`src/hw/rtl/cals_pkg.sv`:
```
package cals_pkg;

  // Field widths fixed by the stream format.
  localparam int unsigned ChanW  = 8;
  localparam int unsigned ColorW = 3 * ChanW;
  localparam int unsigned CountW = 8;
  localparam int unsigned LimitW = 9;
  localparam int unsigned CfgIdxW = 2;

  // Longest arm the hardware will ever report.
  localparam logic [CountW-1:0] MaxArm = 8'd255;

  // Configuration register indexes.
  typedef enum logic [CfgIdxW-1:0] {
    CFG_ARM_LIMIT   = 2'd0,
    CFG_LONG_START  = 2'd1,
    CFG_NEAR_LIMIT  = 2'd2,
    CFG_FAR_LIMIT   = 2'd3
  } cfg_index_t;

  // Reset values of the configuration registers.
  localparam logic [CountW-1:0] ArmLimitRst  = 8'd34;
  localparam logic [CountW-1:0] LongStartRst = 8'd17;
  localparam logic [LimitW-1:0] NearLimitRst = 9'd20;
  localparam logic [LimitW-1:0] FarLimitRst  = 9'd6;

  typedef struct packed {
    logic [CountW-1:0] arm_limit;
    logic [CountW-1:0] long_arm_start;
    logic [LimitW-1:0] near_color_limit;
    logic [LimitW-1:0] far_color_limit;
  } cals_cfg_t;

  typedef struct packed {
    logic [ChanW-1:0] blue;
    logic [ChanW-1:0] green;
    logic [ChanW-1:0] red;
  } color_t;

  typedef struct packed {
    color_t color;
    logic   is_center;
    logic   is_final;
  } pixel_t;

  typedef struct packed {
    logic              emit;
    logic [CountW-1:0] arm_length;
  } walk_result_t;

endpackage

```
`src/hw/rtl/cals_dist.sv`:
```
module cals_dist
  import cals_pkg::*;
(
  input  color_t           a,
  input  color_t           b,
  output logic [ChanW-1:0] max_diff
);

  logic [ChanW-1:0] d_red;
  logic [ChanW-1:0] d_green;
  logic [ChanW-1:0] d_blue;
  logic [ChanW-1:0] d_rg;

  // Absolute difference per channel.
  assign d_red   = (a.red   > b.red)   ? a.red   - b.red   : b.red   - a.red;
  assign d_green = (a.green > b.green) ? a.green - b.green : b.green - a.green;
  assign d_blue  = (a.blue  > b.blue)  ? a.blue  - b.blue  : b.blue  - a.blue;

  // Largest of the three.
  assign d_rg     = (d_green > d_red) ? d_green : d_red;
  assign max_diff = (d_blue > d_rg) ? d_blue : d_rg;

endmodule

```
`src/hw/rtl/cals_walk.sv`:
```
module cals_walk
  import cals_pkg::*;
(
  input  logic         clk,
  input  logic         rst,
  input  logic         adv,
  input  pixel_t       pix,
  input  cals_cfg_t    cfg,
  output walk_result_t res
);

  color_t            anchor_color;
  color_t            previous_color;
  logic [CountW-1:0] arm_count;
  logic              walking;
  logic              halted;

  color_t            previous_color_next;
  logic [CountW-1:0] arm_count_next;
  logic              walking_next;
  logic              halted_next;

  logic [ChanW-1:0]  d_anchor;
  logic [ChanW-1:0]  d_prev;
  logic [CountW-1:0] limit;
  logic [CountW:0]   count_inc;
  logic              far_active;
  logic              ok;

  cals_dist u_dist_anchor (
    .a        (pix.color),
    .b        (anchor_color),
    .max_diff (d_anchor)
  );

  cals_dist u_dist_prev (
    .a        (pix.color),
    .b        (previous_color),
    .max_diff (d_prev)
  );

  // Acceptance test for one neighbor.
  assign limit      = (cfg.arm_limit < MaxArm) ? cfg.arm_limit : MaxArm;
  assign count_inc  = {1'b0, arm_count} + 1'b1;
  assign far_active = count_inc > {1'b0, cfg.long_arm_start};
  assign ok = (arm_count < limit)
              && ({1'b0, d_anchor} < cfg.near_color_limit)
              && ({1'b0, d_prev} < cfg.near_color_limit)
              && !(far_active && ({1'b0, d_anchor} >= cfg.far_color_limit));

  // Walk state update for the item in the input register.
  always_comb begin
    previous_color_next = previous_color;
    arm_count_next      = arm_count;
    walking_next        = walking;
    halted_next         = halted;
    res.emit            = 1'b0;
    if (pix.is_center) begin
      previous_color_next = pix.color;
      arm_count_next      = '0;
      halted_next         = 1'b0;
      walking_next        = 1'b1;
    end else if (walking && !halted) begin
      if (ok) begin
        arm_count_next      = count_inc[CountW-1:0];
        previous_color_next = pix.color;
      end else begin
        halted_next = 1'b1;
      end
    end
    // A neighbor outside any walk is dropped, final flag included.
    if (pix.is_final && (pix.is_center || walking)) begin
      res.emit     = 1'b1;
      walking_next = 1'b0;
      halted_next  = 1'b0;
    end
    res.arm_length = arm_count_next;
  end

  // Walk state registers.
  always_ff @(posedge clk) begin
    if (rst) begin
      anchor_color   <= '0;
      previous_color <= '0;
      arm_count      <= '0;
      walking        <= 1'b0;
      halted         <= 1'b0;
    end else if (adv) begin
      if (pix.is_center) begin
        anchor_color <= pix.color;
      end
      previous_color <= previous_color_next;
      arm_count      <= arm_count_next;
      walking        <= walking_next;
      halted         <= halted_next;
    end
  end

endmodule

```
`src/hw/rtl/cross_arm_length_scan.sv`:
```
// Channel  | Direction | Signals                     | Contents
// ---------+-----------+-----------------------------+------------------------------------
// s        | in        | s_tvalid s_tready s_tdata   | pixel; tuser is_center, tlast is_final
//          |           | s_tuser s_tlast             |
// m        | out       | m_tvalid m_tready m_tdata   | arm_length
// cfg      | in        | cfg_we cfg_index cfg_data   | arm and color limits
//
// One pixel per cycle unless a final pixel waits on a stalled result: a transfer
// lands in the input register and is judged in the next cycle by the distance
// compares against the walk state. A result reaches m through the input register
// and then the result register. Reset (rst, synchronous) clears the walk and the
// input and result valid flags and loads the configuration reset values. A stalled
// result holds only final pixels, whether or not they end a walk; others keep flowing.
module cross_arm_length_scan
  import cals_pkg::*;
(
  input  logic               clk,
  input  logic               rst,
  input  logic               s_tvalid,
  output logic               s_tready,
  input  logic [ColorW-1:0]  s_tdata,   // red [7:0], green [15:8], blue [23:16]
  input  logic               s_tuser,   // is_center
  input  logic               s_tlast,   // is_final
  output logic               m_tvalid,
  input  logic               m_tready,
  output logic [CountW-1:0]  m_tdata,   // arm_length [7:0]
  input  logic               cfg_we,
  input  logic [CfgIdxW-1:0] cfg_index,
  input  logic [LimitW-1:0]  cfg_data
);

  cals_cfg_t    cfg;
  pixel_t       in_pix;
  logic         in_valid;
  logic         adv;
  logic         out_blocked;
  walk_result_t res;

  // Configuration registers.
  always_ff @(posedge clk) begin
    if (rst) begin
      cfg.arm_limit        <= ArmLimitRst;
      cfg.long_arm_start   <= LongStartRst;
      cfg.near_color_limit <= NearLimitRst;
      cfg.far_color_limit  <= FarLimitRst;
    end else if (cfg_we) begin
      case (cfg_index_t'(cfg_index))
        CFG_ARM_LIMIT:  cfg.arm_limit        <= cfg_data[CountW-1:0];
        CFG_LONG_START: cfg.long_arm_start   <= cfg_data[CountW-1:0];
        CFG_NEAR_LIMIT: cfg.near_color_limit <= cfg_data;
        CFG_FAR_LIMIT:  cfg.far_color_limit  <= cfg_data;
        default: ;
      endcase
    end
  end

  // The held pixel moves on unless it is flagged final and the output register is full.
  assign out_blocked = m_tvalid && !m_tready;
  assign adv         = in_valid && !(out_blocked && in_pix.is_final);
  assign s_tready    = !in_valid || adv;

  // Input register.
  always_ff @(posedge clk) begin
    if (rst) begin
      in_valid <= 1'b0;
    end else if (s_tready) begin
      in_valid <= s_tvalid;
    end
  end

  always_ff @(posedge clk) begin
    if (s_tvalid && s_tready) begin
      in_pix.color     <= color_t'({s_tdata[23:16], s_tdata[15:8], s_tdata[7:0]});
      in_pix.is_center <= s_tuser;
      in_pix.is_final  <= s_tlast;
    end
  end

  cals_walk u_walk (
    .clk (clk),
    .rst (rst),
    .adv (adv),
    .pix (in_pix),
    .cfg (cfg),
    .res (res)
  );

  // Result register.
  always_ff @(posedge clk) begin
    if (rst) begin
      m_tvalid <= 1'b0;
    end else if (adv && res.emit) begin
      m_tvalid <= 1'b1;
    end else if (m_tready) begin
      m_tvalid <= 1'b0;
    end
  end

  always_ff @(posedge clk) begin
    if (adv && res.emit) begin
      m_tdata <= res.arm_length;
    end
  end

endmodule

```
`config.mk`:
```
export PLATFORM = sky130hd
export DESIGN_NAME = cross_arm_length_scan
export DESIGN_NICKNAME = d
export VERILOG_FILES = /design/src/hw/rtl/cals_pkg.sv /design/src/hw/rtl/cals_dist.sv /design/src/hw/rtl/cals_walk.sv /design/src/hw/rtl/cross_arm_length_scan.sv
export SDC_FILE = /design/constraint.sdc
export NUM_CORES = 1
export LEC_CHECK = 0
export ABC_AREA = 0
export BUFFER_PORTS_ARGS = -buffer_cell sky130_fd_sc_hd__buf_2
export CAP_MARGIN = 20
export CORE_ASPECT_RATIO = 0.75
export CORE_MARGIN = 2
export CORE_UTILIZATION = 58
export CTS_BUF_LIST = sky130_fd_sc_hd__clkbuf_16
export CTS_CLUSTER_SIZE = 30
export DETAILED_ROUTE_END_ITERATION = 10
export GPL_TIMING_DRIVEN = 0
export PLACE_DENSITY_LB_ADDON = 0.25
export SYNTH_ARGS = -nofsm -noshare
export SYNTH_HDL_FRONTEND = slang
export SYNTH_HIERARCHICAL = 1
export SYNTH_SLANG_ARGS = --single-unit
```
`constraint.sdc`:
```
create_clock -name clk -period 7.95 [get_ports clk]
set_input_delay 0.795 -clock clk [delete_from_list [all_inputs] [get_ports clk]]
set_output_delay 0.795 -clock clk [all_outputs]
set_load 0.01 [all_outputs]
```
# Word-level counts from Yosys, hierarchy flattened
# Cells that the tools add are included.
# totals
word_cells	112
in_bits	42
out_inout_bits	10
register_bits	128
# classes
n_addsub	13
mux	26
eq_ne	4
reduce_logical	32
magnitude_cmp	16
# op_table
cell	count
$mux 8	14
$sub 8x8->8	12
$gt 8x8->1	10
$mux 24	3
$lt 8x9->1	2
$reduce_and 2->1	6
$logic_and 1x1->1	11
$add 8x1->9 const B	1
$ge 8x9->1	1
$gt 9x8->1	1
$mux 1	9
$lt 8x8->1	1
$lt 8x8->1 const B	1
$reduce_bool 2->1	4
$reduce_and 3->1	2
$logic_not 1->1	5
$eq 2x2->1 const B	2
$ne 3x3->1 const B	1
$reduce_bool 3->1	1
$eq 2x1->1 const B	1
$logic_not 2->1	1
$logic_or 1x1->1	2

# Logic depth before layout (Yosys ltp)
# Gate-level depths: netlist of the first run.
# depth
depth_word	14
depth_mapped	38
depth_no_buf	36

# Cells and area by module
# The synthesis of the first run kept the hierarchy.
# modules_own_cells
mod	seq_area_each_um2	cells_per_inst	instances	area_per_inst_um2
cals_walk	1161.1	455	1	3701.0
cals_dist (u_walk.u_dist_prev)	0.0	407	1	3031.7
cals_dist (u_walk.u_dist_anchor)	0.0	357	1	2782.7
cross_arm_length_scan	1741.7	179	1	2499.9

# Least setup slack after synthesis of the first run
# No wires, ideal clock.
# synth_path
path_kind	register to register
from	reg in_pix[7] (netlist bit)
to	reg u_walk.arm_count[1]
required_ps	7858
period_less_slack_ps	8142
arrival_ps	8050
slack_ps	-192
path_buffers	2
path_stages_with_launch	33
setup_time_ps	92
path_cell_list	edfxtp_1 inv_1 ha_1 buf_6 a211o_1 a21o_1 o21ai_2 mux2_2 or4b_1 nand3_1 ha_1 a21o_1 a211o_2 a211o_1 o211ai_4 mux2_2 ha_1 nor2b_1 o21a_1 o21a_1 o21a_1 o21bai_1 a22oi_1 clkbuf_1 mux2i_1 ha_1 a21o_1 a211oi_2 o21ai_1 a211o_1 or3_4 or4_4 o32ai_1
# synth_between
elab_chain_len	13
word_cells_on_any_way	27
cone_classes	add/sub (4); order compare (9); mux (9); reduce/logical (5)
# synth_rtl
item	line	source
start: declaration	cross_arm_length_scan.sv:33	pixel_t in_pix;
$sub 8x8->8 or $gt 8x8->1 (tied branches)	cals_dist.sv:15	assign d_red = (a.red > b.red) ? a.red - b.red : b.red - a.red;
$mux 8 (*)	cals_dist.sv:15	
$gt 8x8->1	cals_dist.sv:20	assign d_rg = (d_green > d_red) ? d_green : d_red;
$mux 8 (*)	cals_dist.sv:20	
$gt 8x8->1	cals_dist.sv:21	assign max_diff = (d_blue > d_rg) ? d_blue : d_rg;
$mux 8 (*)	cals_dist.sv:21	
via u_walk.d_anchor[4]	cals_walk.sv:23	logic [ChanW-1:0] d_anchor;
$lt 8x9->1 or $ge 8x9->1 (tied branches)	cals_walk.sv:47, cals_walk.sv:49	
$logic_and 1x1->1 (on tied branches)	cals_walk.sv:47, cals_walk.sv:49	
$logic_and 1x1->1 or $logic_not 1->1 (tied branches)	cals_walk.sv:48, cals_walk.sv:49	
$logic_and 1x1->1 (*)	cals_walk.sv:49	&& !(far_active && ({1'b0, d_anchor} >= cfg.far_color_limit));
$mux 8 (*)	cals_walk.sv:64	if (ok) begin
$mux 8 (*)	cals_walk.sv:63	end else if (walking && !halted) begin
$mux 8 (*)	cals_walk.sv:58	if (pix.is_center) begin
end signal: assignment	cals_walk.sv:93	arm_count <= arm_count_next;
end: declaration	cals_walk.sv:14	logic [CountW-1:0] arm_count;
# Mark *: on every way through the listed nets, which the timed path passes. The rest lies on a longest branch.
# A chain may end at the register's enable or synchronous reset.

# Final worst setup path of the first run
# layout_path
from	reg in_pix[2] (netlist bit)
to	reg u_walk/previous_color[8] (netlist bit)
# layout_between
elab_chain_len	12
word_cells_on_any_way	26
cone_classes	add/sub (4); order compare (9); mux (6); reduce/logical (7)
# layout_rtl
item	line	source
$sub 8x8->8 or $gt 8x8->1 (tied branches)	cals_dist.sv:15	
$mux 8 (*)	cals_dist.sv:15	
$gt 8x8->1	cals_dist.sv:20	
$mux 8 (*)	cals_dist.sv:20	
$gt 8x8->1	cals_dist.sv:21	
$mux 8 (*)	cals_dist.sv:21	
via u_walk.d_anchor[3]	cals_walk.sv:23	
$lt 8x9->1 or $ge 8x9->1 (tied branches)	cals_walk.sv:47, cals_walk.sv:49	
$logic_and 1x1->1 (on tied branches)	cals_walk.sv:47, cals_walk.sv:49	
$logic_and 1x1->1 or $logic_not 1->1 (tied branches)	cals_walk.sv:48, cals_walk.sv:49	
$logic_and 1x1->1 (*)	cals_walk.sv:49	
$reduce_bool 2->1 (no source line) (*)	-	
$reduce_and 3->1 (no source line) (*)	-	
end signal: assignment	cals_walk.sv:92	previous_color <= previous_color_next;
end: declaration	cals_walk.sv:13	color_t previous_color;
# Marks and branches as above.

==> results of run 1 <==
-- stage by stage --
| stage | instance area, sq um | utilization (%) | hold WS (ns) | setup slack, ns |
|---|---|---|---|---|
| 6_report | 14700 | 72.5 | 0.466 | -0.0826 |
| 5_1_grt | 14700 | 72.5 | 0.478 | -0.398 |
| 4_1_cts | 13900 | 68.8 | 0.456 | -0.0408 |
| 3_5_place_dp | 12600 | 62.4 | 0.448 | -1.40 |
| 3_3_place_gp | 12600 | 62.3 | 0.443 | -1.28 |
| 2_1_floorplan | 12000 | - | 0.436 | 0.0205 |
-- logic make-up (layout without fill, tap and decap cells) --
group / after synthesis / in the layout
compound gates: 307 / 307
xor+xnor: 31 / 31
buf+inv: 220 / 388
fa+ha+maj: 170 / 170
flops: 128 / 128
mux: 122 / 122
simple gates: 420 / 420
-- flip-flops by register name, indices dropped and copies added, names as in the netlist --
signal and count:
cfg 34, in_pix 26, u_walk/anchor_color 24, u_walk/previous_color 24
m_tdata 8, u_walk/arm_count 8, in_valid 1, m_tvalid 1
u_walk/halted 1, u_walk/walking 1
-- power by group through the flow --
stage | Clock (mW) | Combinational (mW) | Sequential (mW)
after floorplan | 0 | 0.999 | 0.728
after global placement | 0 | 1.29 | 0.738
after detailed placement | 0 | 1.33 | 0.740
after CTS | 0.795 | 1.61 | 0.721
after global routing | 0.829 | 2.04 | 0.723
final | 0.791 | 1.91 | 0.720
-- worst register-to-register path, delay by kind of cell (launching register included) --
family                     cells  cell delay (ns)
AOI/OAI and AO/OA             15             3.06
and+or+nand+nor                6             1.33
adders and majority gates      5             1.16
buffers and inverters          8             1.12
muxes                          3             0.86
DFF                            1             0.38
-- synth_stat cells (12+ instances only) --
library cell / n
clkbuf_1: 26
a21oi_1: 87
xor2_1: 13
nor2_1: 60
buf_2: 16
and3_1: 13
a211oi_1: 15
nor2b_1: 14
a21o_1: 37
inv_1: 167
nand3_1: 29
nand2_1: 92
edfxtp_1: 34
o21ai_0: 35
nand4_1: 26
xnor2_1: 18
mux2_2: 20
nor3_1: 13
dfxtp_1: 94
o21a_1: 21
mux2i_1: 101
nand2b_1: 103
ha_1: 158
fa_1: 12
-- how the worst max path moves through the flow --
| stage | from | to | slack, ns | depth (start not counted) |
|---|---|---|---|---|
| 2_1_floorplan | in_pix[7] | u_walk/arm_count[1] | 0.02 | 32 |
| 3_3_place_gp | in_pix[7] | u_walk/previous_color[16] | -1.28 | 34 |
| 3_5_place_dp | in_pix[7] | u_walk/previous_color[14] | -1.40 | 34 |
| 4_1_cts | in_pix[7] | u_walk/arm_count[0] | -0.04 | 32 |
| 5_1_grt | in_pix[15] | u_walk/arm_count[3] | -0.40 | 34 |
| 6_report | in_pix[2] | u_walk/previous_color[8] | -0.08 | 37 |
-- cells in the final DEF, fill, tap and decap left out, types with 34 or more instances in the layout --
master      n
ha_1      138
buf_4      77
nand2_1    89
buf_2      66
nand2b_1  103
inv_1     162
mux2i_1    89
edfxtp_1   34
nor2_1     58
dfxtp_1    94
a21oi_1    77
a21o_1     35
-- final cells by class --
cell class | instances | area share (%)
timing repair buffer | 138 | 6.87
multi-input combinational | 1050 | 60.8
clock buffer | 19 | 3.23
clock inverter | 12 | 0.800
tap | 258 | 2.20
inverter | 168 | 4.31
buffer | 51 | 2.01
sequential | 128 | 19.7
-- timing repair --
item | 4_1_cts | 5_1_grt
buffers inserted | 46 | 38
pin swaps | 26 | 53
endpoints found under the setup margin | 41 | 41
gates resized for setup | 63 | 104
gates cloned | 0 | 2
-- layer usage --
metal  part of all wire, %  routed length, um  up-vias
met4                   2.3                784        0
li1                      -                  -     5257
met3                   7.7               2600       66
met2                    44              15000      478
met1                    46              15600     5250
met5                     0                  0        -
==> flow_metrics.env, run 1 <==
export IMPL_end_kind="register"
export IMPL_antenna_found_initial=0
export IMPL_worstPathRequired_ns=8.25
export IMPL_worst_pin_slew_ns=0.888
export IMPL_cp_top_family="compound AO/OA/AOI/OAI gates"
export IMPL_grt_util_met3_pct=4.52
export IMPL_min_period_over_period_pct=101
export IMPL_synth_cell_type_count=96
export IMPL_area_delta_synth_final_pct=22.4
export IMPL_via_per_inst=6.06
export IMPL_synth_top_cell_area_share_pct=16.5
export IMPL_powerDensity_nw_per_um2=233
export IMPL_power_switching_mw=1.36
export IMPL_synth_top_area_cell="ha_1"
export IMPL_gp_congestion=0.933
export IMPL_maxSlewHeadroom_pct=40.5
export IMPL_insertion_delay_ns=0.42
export IMPL_drtAntennaViolNets=0
export IMPL_reg2regPathDepth=37
export IMPL_ios=52
export IMPL_instances_no_fill=1824
export IMPL_clockPowerShare_pct=23.1
export IMPL_synth_seq_cells=128
export IMPL_rrSetupSlack_ns=-0.08
export IMPL_critical_path_class="reg -> reg"
export IMPL_dp_cells=1708
export IMPL_route_vias_total=11100
export IMPL_nFillCells=1430
export IMPL_cts_root_buf="clkbuf_16"
export IMPL_drive_gt1_share_pct=22.7
export IMPL_seqPwrFrac_pct=21.1
export IMPL_grt_pass1_wl_um=51700
export IMPL_p_leak_nw=6.49
export IMPL_clock_skew_ns=0.00985
export IMPL_die_y_um=129
export IMPL_synth_seq_area_share_pct=24.2
export IMPL_top_usage_layer="met2"
export IMPL_synth_compound_area_share_pct=17.9
export IMPL_multi_input_area_sq_um=8940
export IMPL_vdd_drop_max_v=0.000155
export IMPL_max_freq_mhz=124
export IMPL_internal_power_mw=2.06
export IMPL_crit_buf_inv=8
export IMPL_grt_max_degree=17
export IMPL_clkSinkCount=128
export IMPL_cpMostUsedCell="o21a_1"
export IMPL_setup_tns_final_ns=-1.61
export IMPL_gr_usage_met2_pct=45.8
export IMPL_grt_overflow=0
export IMPL_finalSetupViolations=29
export IMPL_seqCellArea_sq_um=2900
export IMPL_syn_num_nets=1610
export IMPL_routedWlPerCell_um=18.6
export IMPL_power_mw=3.42
export IMPL_p_sw_share_pct=39.8
export IMPL_synth_xor_xnor_area_share_pct=2.26
export IMPL_initial_core_util_pct=59.3
export IMPL_slowest_delay_ns=0.50
export IMPL_grt_pass1_vias=10100
export IMPL_slew_violations=0
export IMPL_hold_depth=2
export IMPL_ctsLongestPathBuffers=2
export IMPL_fin_crit_ns=8.03
export IMPL_numPortBuffers=51
export IMPL_core_sq_um=20300
export IMPL_power_frac_comb_pct=55.8
export IMPL_violations="negative setup slack"
export IMPL_synthMuxAreaShare_pct=10.4
export IMPL_hold_buffers=0
export IMPL_cts_buffers=17
export IMPL_critPathMaxFanout=8
export IMPL_status="finished, violations left"
export IMPL_synthSimpleGateAreaFrac_pct=19.4
export IMPL_ys_dominant_reg_cell="dfxtp_1"
export IMPL_worstReg2RegStart="in_pix[2]"
export IMPL_first_iter_violations=1199
export IMPL_track_usage_pct=29.7
export IMPL_path_clk_slew_ns=0.06
export IMPL_cts_tree="yes"
export IMPL_syn_inst=1398
export IMPL_synth_edff_count=34
export IMPL_drc=0
export IMPL_drt_wl_total_um=33900
export IMPL_hold_violations=0
export IMPL_dp_hpwl_um=24100
export IMPL_nets=1766
export IMPL_hold_path_end="u_walk/anchor_color[23]"
export IMPL_hp_start="u_walk/anchor_color[23]"
export IMPL_h_tree_depth=4
export IMPL_crit_arrival_ns=8.33
export IMPL_dieWidth_um=170
export IMPL_drv_cap=0
export IMPL_rsz0062_at_grt="true"
export IMPL_r2r_end="u_walk/previous_color[8]"
export IMPL_antenna_cells=0
export IMPL_hold_class="reg -> reg"
export IMPL_syn_area_sq_um=12000
export IMPL_worst_slack_ns=-0.0826
export IMPL_fp_row_count=45
export IMPL_start_kind="register"
export IMPL_die_area_sq_um=21900
export IMPL_synthAdderAreaFrac_pct=18.5
export IMPL_synth_top_family_by_area="simple AND/OR/NAND/NOR gates"
export IMPL_synth_avg_cell_area_sq_um=8.59
export IMPL_crit_path_top_delay_cell="or4b_4"
export IMPL_ys_warn_count=6
export IMPL_met1_usage_pct=43.3
export IMPL_firstDrtPassIters=6
export IMPL_synthTopCellsByArea="ha_1 16%, dfxtp_1 16%, edfxtp_1 8.5%"
export IMPL_synthArstFlopShare_pct=0
Note: power is estimated with default switching activity, not from simulation.
==> run 2, diff against run 1 <==
==> constraint.sdc (replaced) <==
create_clock -name clk -period 7.02 [get_ports clk]
set_input_delay 0.702 -clock clk [delete_from_list [all_inputs] [get_ports clk]]
set_output_delay 0.702 -clock clk [all_outputs]
set_load 0.01 [all_outputs]
==> flow_metrics.env, run 2 (synthesized netlist as in run 1, its figures left out) <==
export IMPL_grt_pass1_wl_um=53200
export IMPL_rsz0062_at_grt="true"
export IMPL_cts_root_buf="clkbuf_16"
export IMPL_reg_top3="cfg: 34 flops, in_pix: 26 flops"
export IMPL_numPortBuffers=51
export IMPL_critPathMaxFanout=5
export IMPL_drtAntennaViolNets=0
export IMPL_grt_overflow=0
export IMPL_ctsLongestPathBuffers=2
export IMPL_crit_path_top_delay_cell="or3_4"
export IMPL_drc=0
export IMPL_drive_gt1_share_pct=22.8
export IMPL_critical_path_class="reg -> reg"
export IMPL_antenna_found_initial=0
export IMPL_crit_arrival_ns=8.53
export IMPL_track_usage_pct=30.8
export IMPL_status="finished, violations left"
export IMPL_drt_wl_total_um=34700
export IMPL_nets=1775
export IMPL_start_kind="register"
export IMPL_dp_hpwl_um=24000
export IMPL_gp_congestion=0.919
export IMPL_h_tree_depth=4
export IMPL_top_register="cfg"
export IMPL_power_frac_comb_pct=56.7
export IMPL_dieWidth_um=170
export IMPL_max_freq_mhz=121
export IMPL_utilization_pct=72.5
export IMPL_p_sw_share_pct=40.9
export IMPL_internal_power_mw=2.25
export IMPL_power_mw=3.81
export IMPL_firstDrtPassIters=7
export IMPL_end_kind="register"
export IMPL_hold_buffers=0
export IMPL_worstPathRequired_ns=7.29
export IMPL_grt_pass1_vias=10500
export IMPL_fp_row_count=45
export IMPL_routedWlPerCell_um=18.9
export IMPL_area_delta_synth_final_pct=22.3
export IMPL_violations="negative setup slack"
export IMPL_path_clk_slew_ns=0.06
export IMPL_powerDensity_nw_per_um2=259
export IMPL_via_per_inst=6.12
export IMPL_largest_register_ffs=34
export IMPL_first_iter_violations=1026
export IMPL_cp_top_family="compound AO/OA/AOI/OAI gates"
export IMPL_clkSinkCount=128
export IMPL_cts_buffers=17
export IMPL_place_area_sq_um=12700
export IMPL_grt_max_degree=22
export IMPL_p_leak_nw=6.49
export IMPL_initial_core_util_pct=59.3
export IMPL_seqPwrFrac_pct=21.4
export IMPL_fin_crit_ns=8.25
export IMPL_ios=52
export IMPL_clockPowerShare_pct=21.8
export IMPL_vdd_drop_max_v=0.000182
export IMPL_worst_pin_slew_ns=1.07
export IMPL_power_switching_mw=1.56
export IMPL_die_area_sq_um=21900
export IMPL_layout_common_cells="163 x inv_1, 141 x ha_1, 103 x nand2b_1"
export IMPL_core_sq_um=20300
export IMPL_final_cell_area_sq_um=14700
export IMPL_antenna_cells=0
export IMPL_hold_violations=0
export IMPL_maxSlewHeadroom_pct=28.1
export IMPL_drv_cap=0
export IMPL_hold_class="in -> reg"
export IMPL_crit_buf_inv=6
export IMPL_finalSetupViolations=41
export IMPL_min_period_over_period_pct=118
export IMPL_die_y_um=129
export IMPL_insertion_delay_ns=0.43
export IMPL_worst_slack_ns=-1.23
export IMPL_route_vias_total=11200
export IMPL_cts_tree="yes"
export IMPL_slew_violations=0
export IMPL_layout_commonest_cell="inv_1"
export IMPL_clock_skew_ns=0.00985
export IMPL_slowest_delay_ns=0.42
==> run 2: cell count changes in the layout (fill, tap and decap cells not counted), sizes merged <==
| cell | delta |
|---|---|
| inv | +2 |
| clkinv | +2 |
| bufinv | -1 |
| buf | +8 |
| clkbuf | -1 |
==> run 2: layout make-up <==
class / count / area (sq um)
inverters: 168 / 634
fillers: 1426 / 5570
clock buffers: 17 / 425
repair buffers: 147 / 1080
multi-input cells: 1050 / 8900
plain buffers: 51 / 312
flip-flops and latches: 128 / 2900
well taps: 258 / 323
clock inverters: 15 / 120
==> run 2: path summary, 6_finish.rpt <==
check	start	end	slack (ns)	cells past startpoint
setup / recovery	in_pix[2]	m_tdata[0]	-1.23	35
hold / removal	s_tuser	in_pix[1]	0.45	1
hold reg to reg	u_walk/anchor_color[7]	u_walk/anchor_color[7]	0.46	2
setup reg to reg	in_pix[2]	m_tdata[0]	-1.23	35
==> run 2: power by group through the flow <==
stage | combinational (mW) | clock [mW] | sequential [mW]
floorplan | 1.16 | 0 | 0.824
global placement | 1.48 | 0 | 0.836
detailed placement | 1.53 | 0 | 0.838
CTS | 1.95 | 0.838 | 0.816
global route | 2.32 | 0.873 | 0.820
finish | 2.16 | 0.832 | 0.817
==> run 2: worst reg2reg max path, delay by kind of cell (launching register included) <==
kind / cells / cell delay, ns
muxes: 3 / 1.08
adders and majority gates: 5 / 1.32
DFF: 1 / 0.41
AOI/OAI and AO/OA: 16 / 3.49
and+or+nand+nor: 5 / 1.11
buffers and inverters: 6 / 0.70
==> run 2: metrics by stage <==
step                      setup TNS [ns]  hold slack, ns  worst slack (ns)  std cells
after CTS                         -37.55           0.444             -1.01       1810
after detailed placement          -72.73           0.452             -1.95       1708
after floorplan                   -17.77           0.436            -0.636       1398
after global placement            -68.83           0.442             -1.81       1707
final                             -46.84           0.450             -1.23       1834
after global routing              -56.54           0.437             -1.45       1834
==> run 2: repair_timing <==
| action | in CTS | in global routing |
|---|---|---|
| gates cloned | 4 | 0 |
| gates resized for setup | 94 | 51 |
| setup endpoints to repair | 41 | 41 |
| setup buffers | 66 | 25 |
| pin swaps | 37 | 21 |
==> run 2: per-layer routing <==
layer | part of all wire [%] | global-route usage (%) | vias to the layer above
met1 | 46 | 43.2 | 5406
met3 | 6.6 | 5.11 | 88
li1 | - | - | 5278
met5 | 0 | 0 | -
met2 | 45 | 48.7 | 455
met4 | 2.8 | 9.55 | 0
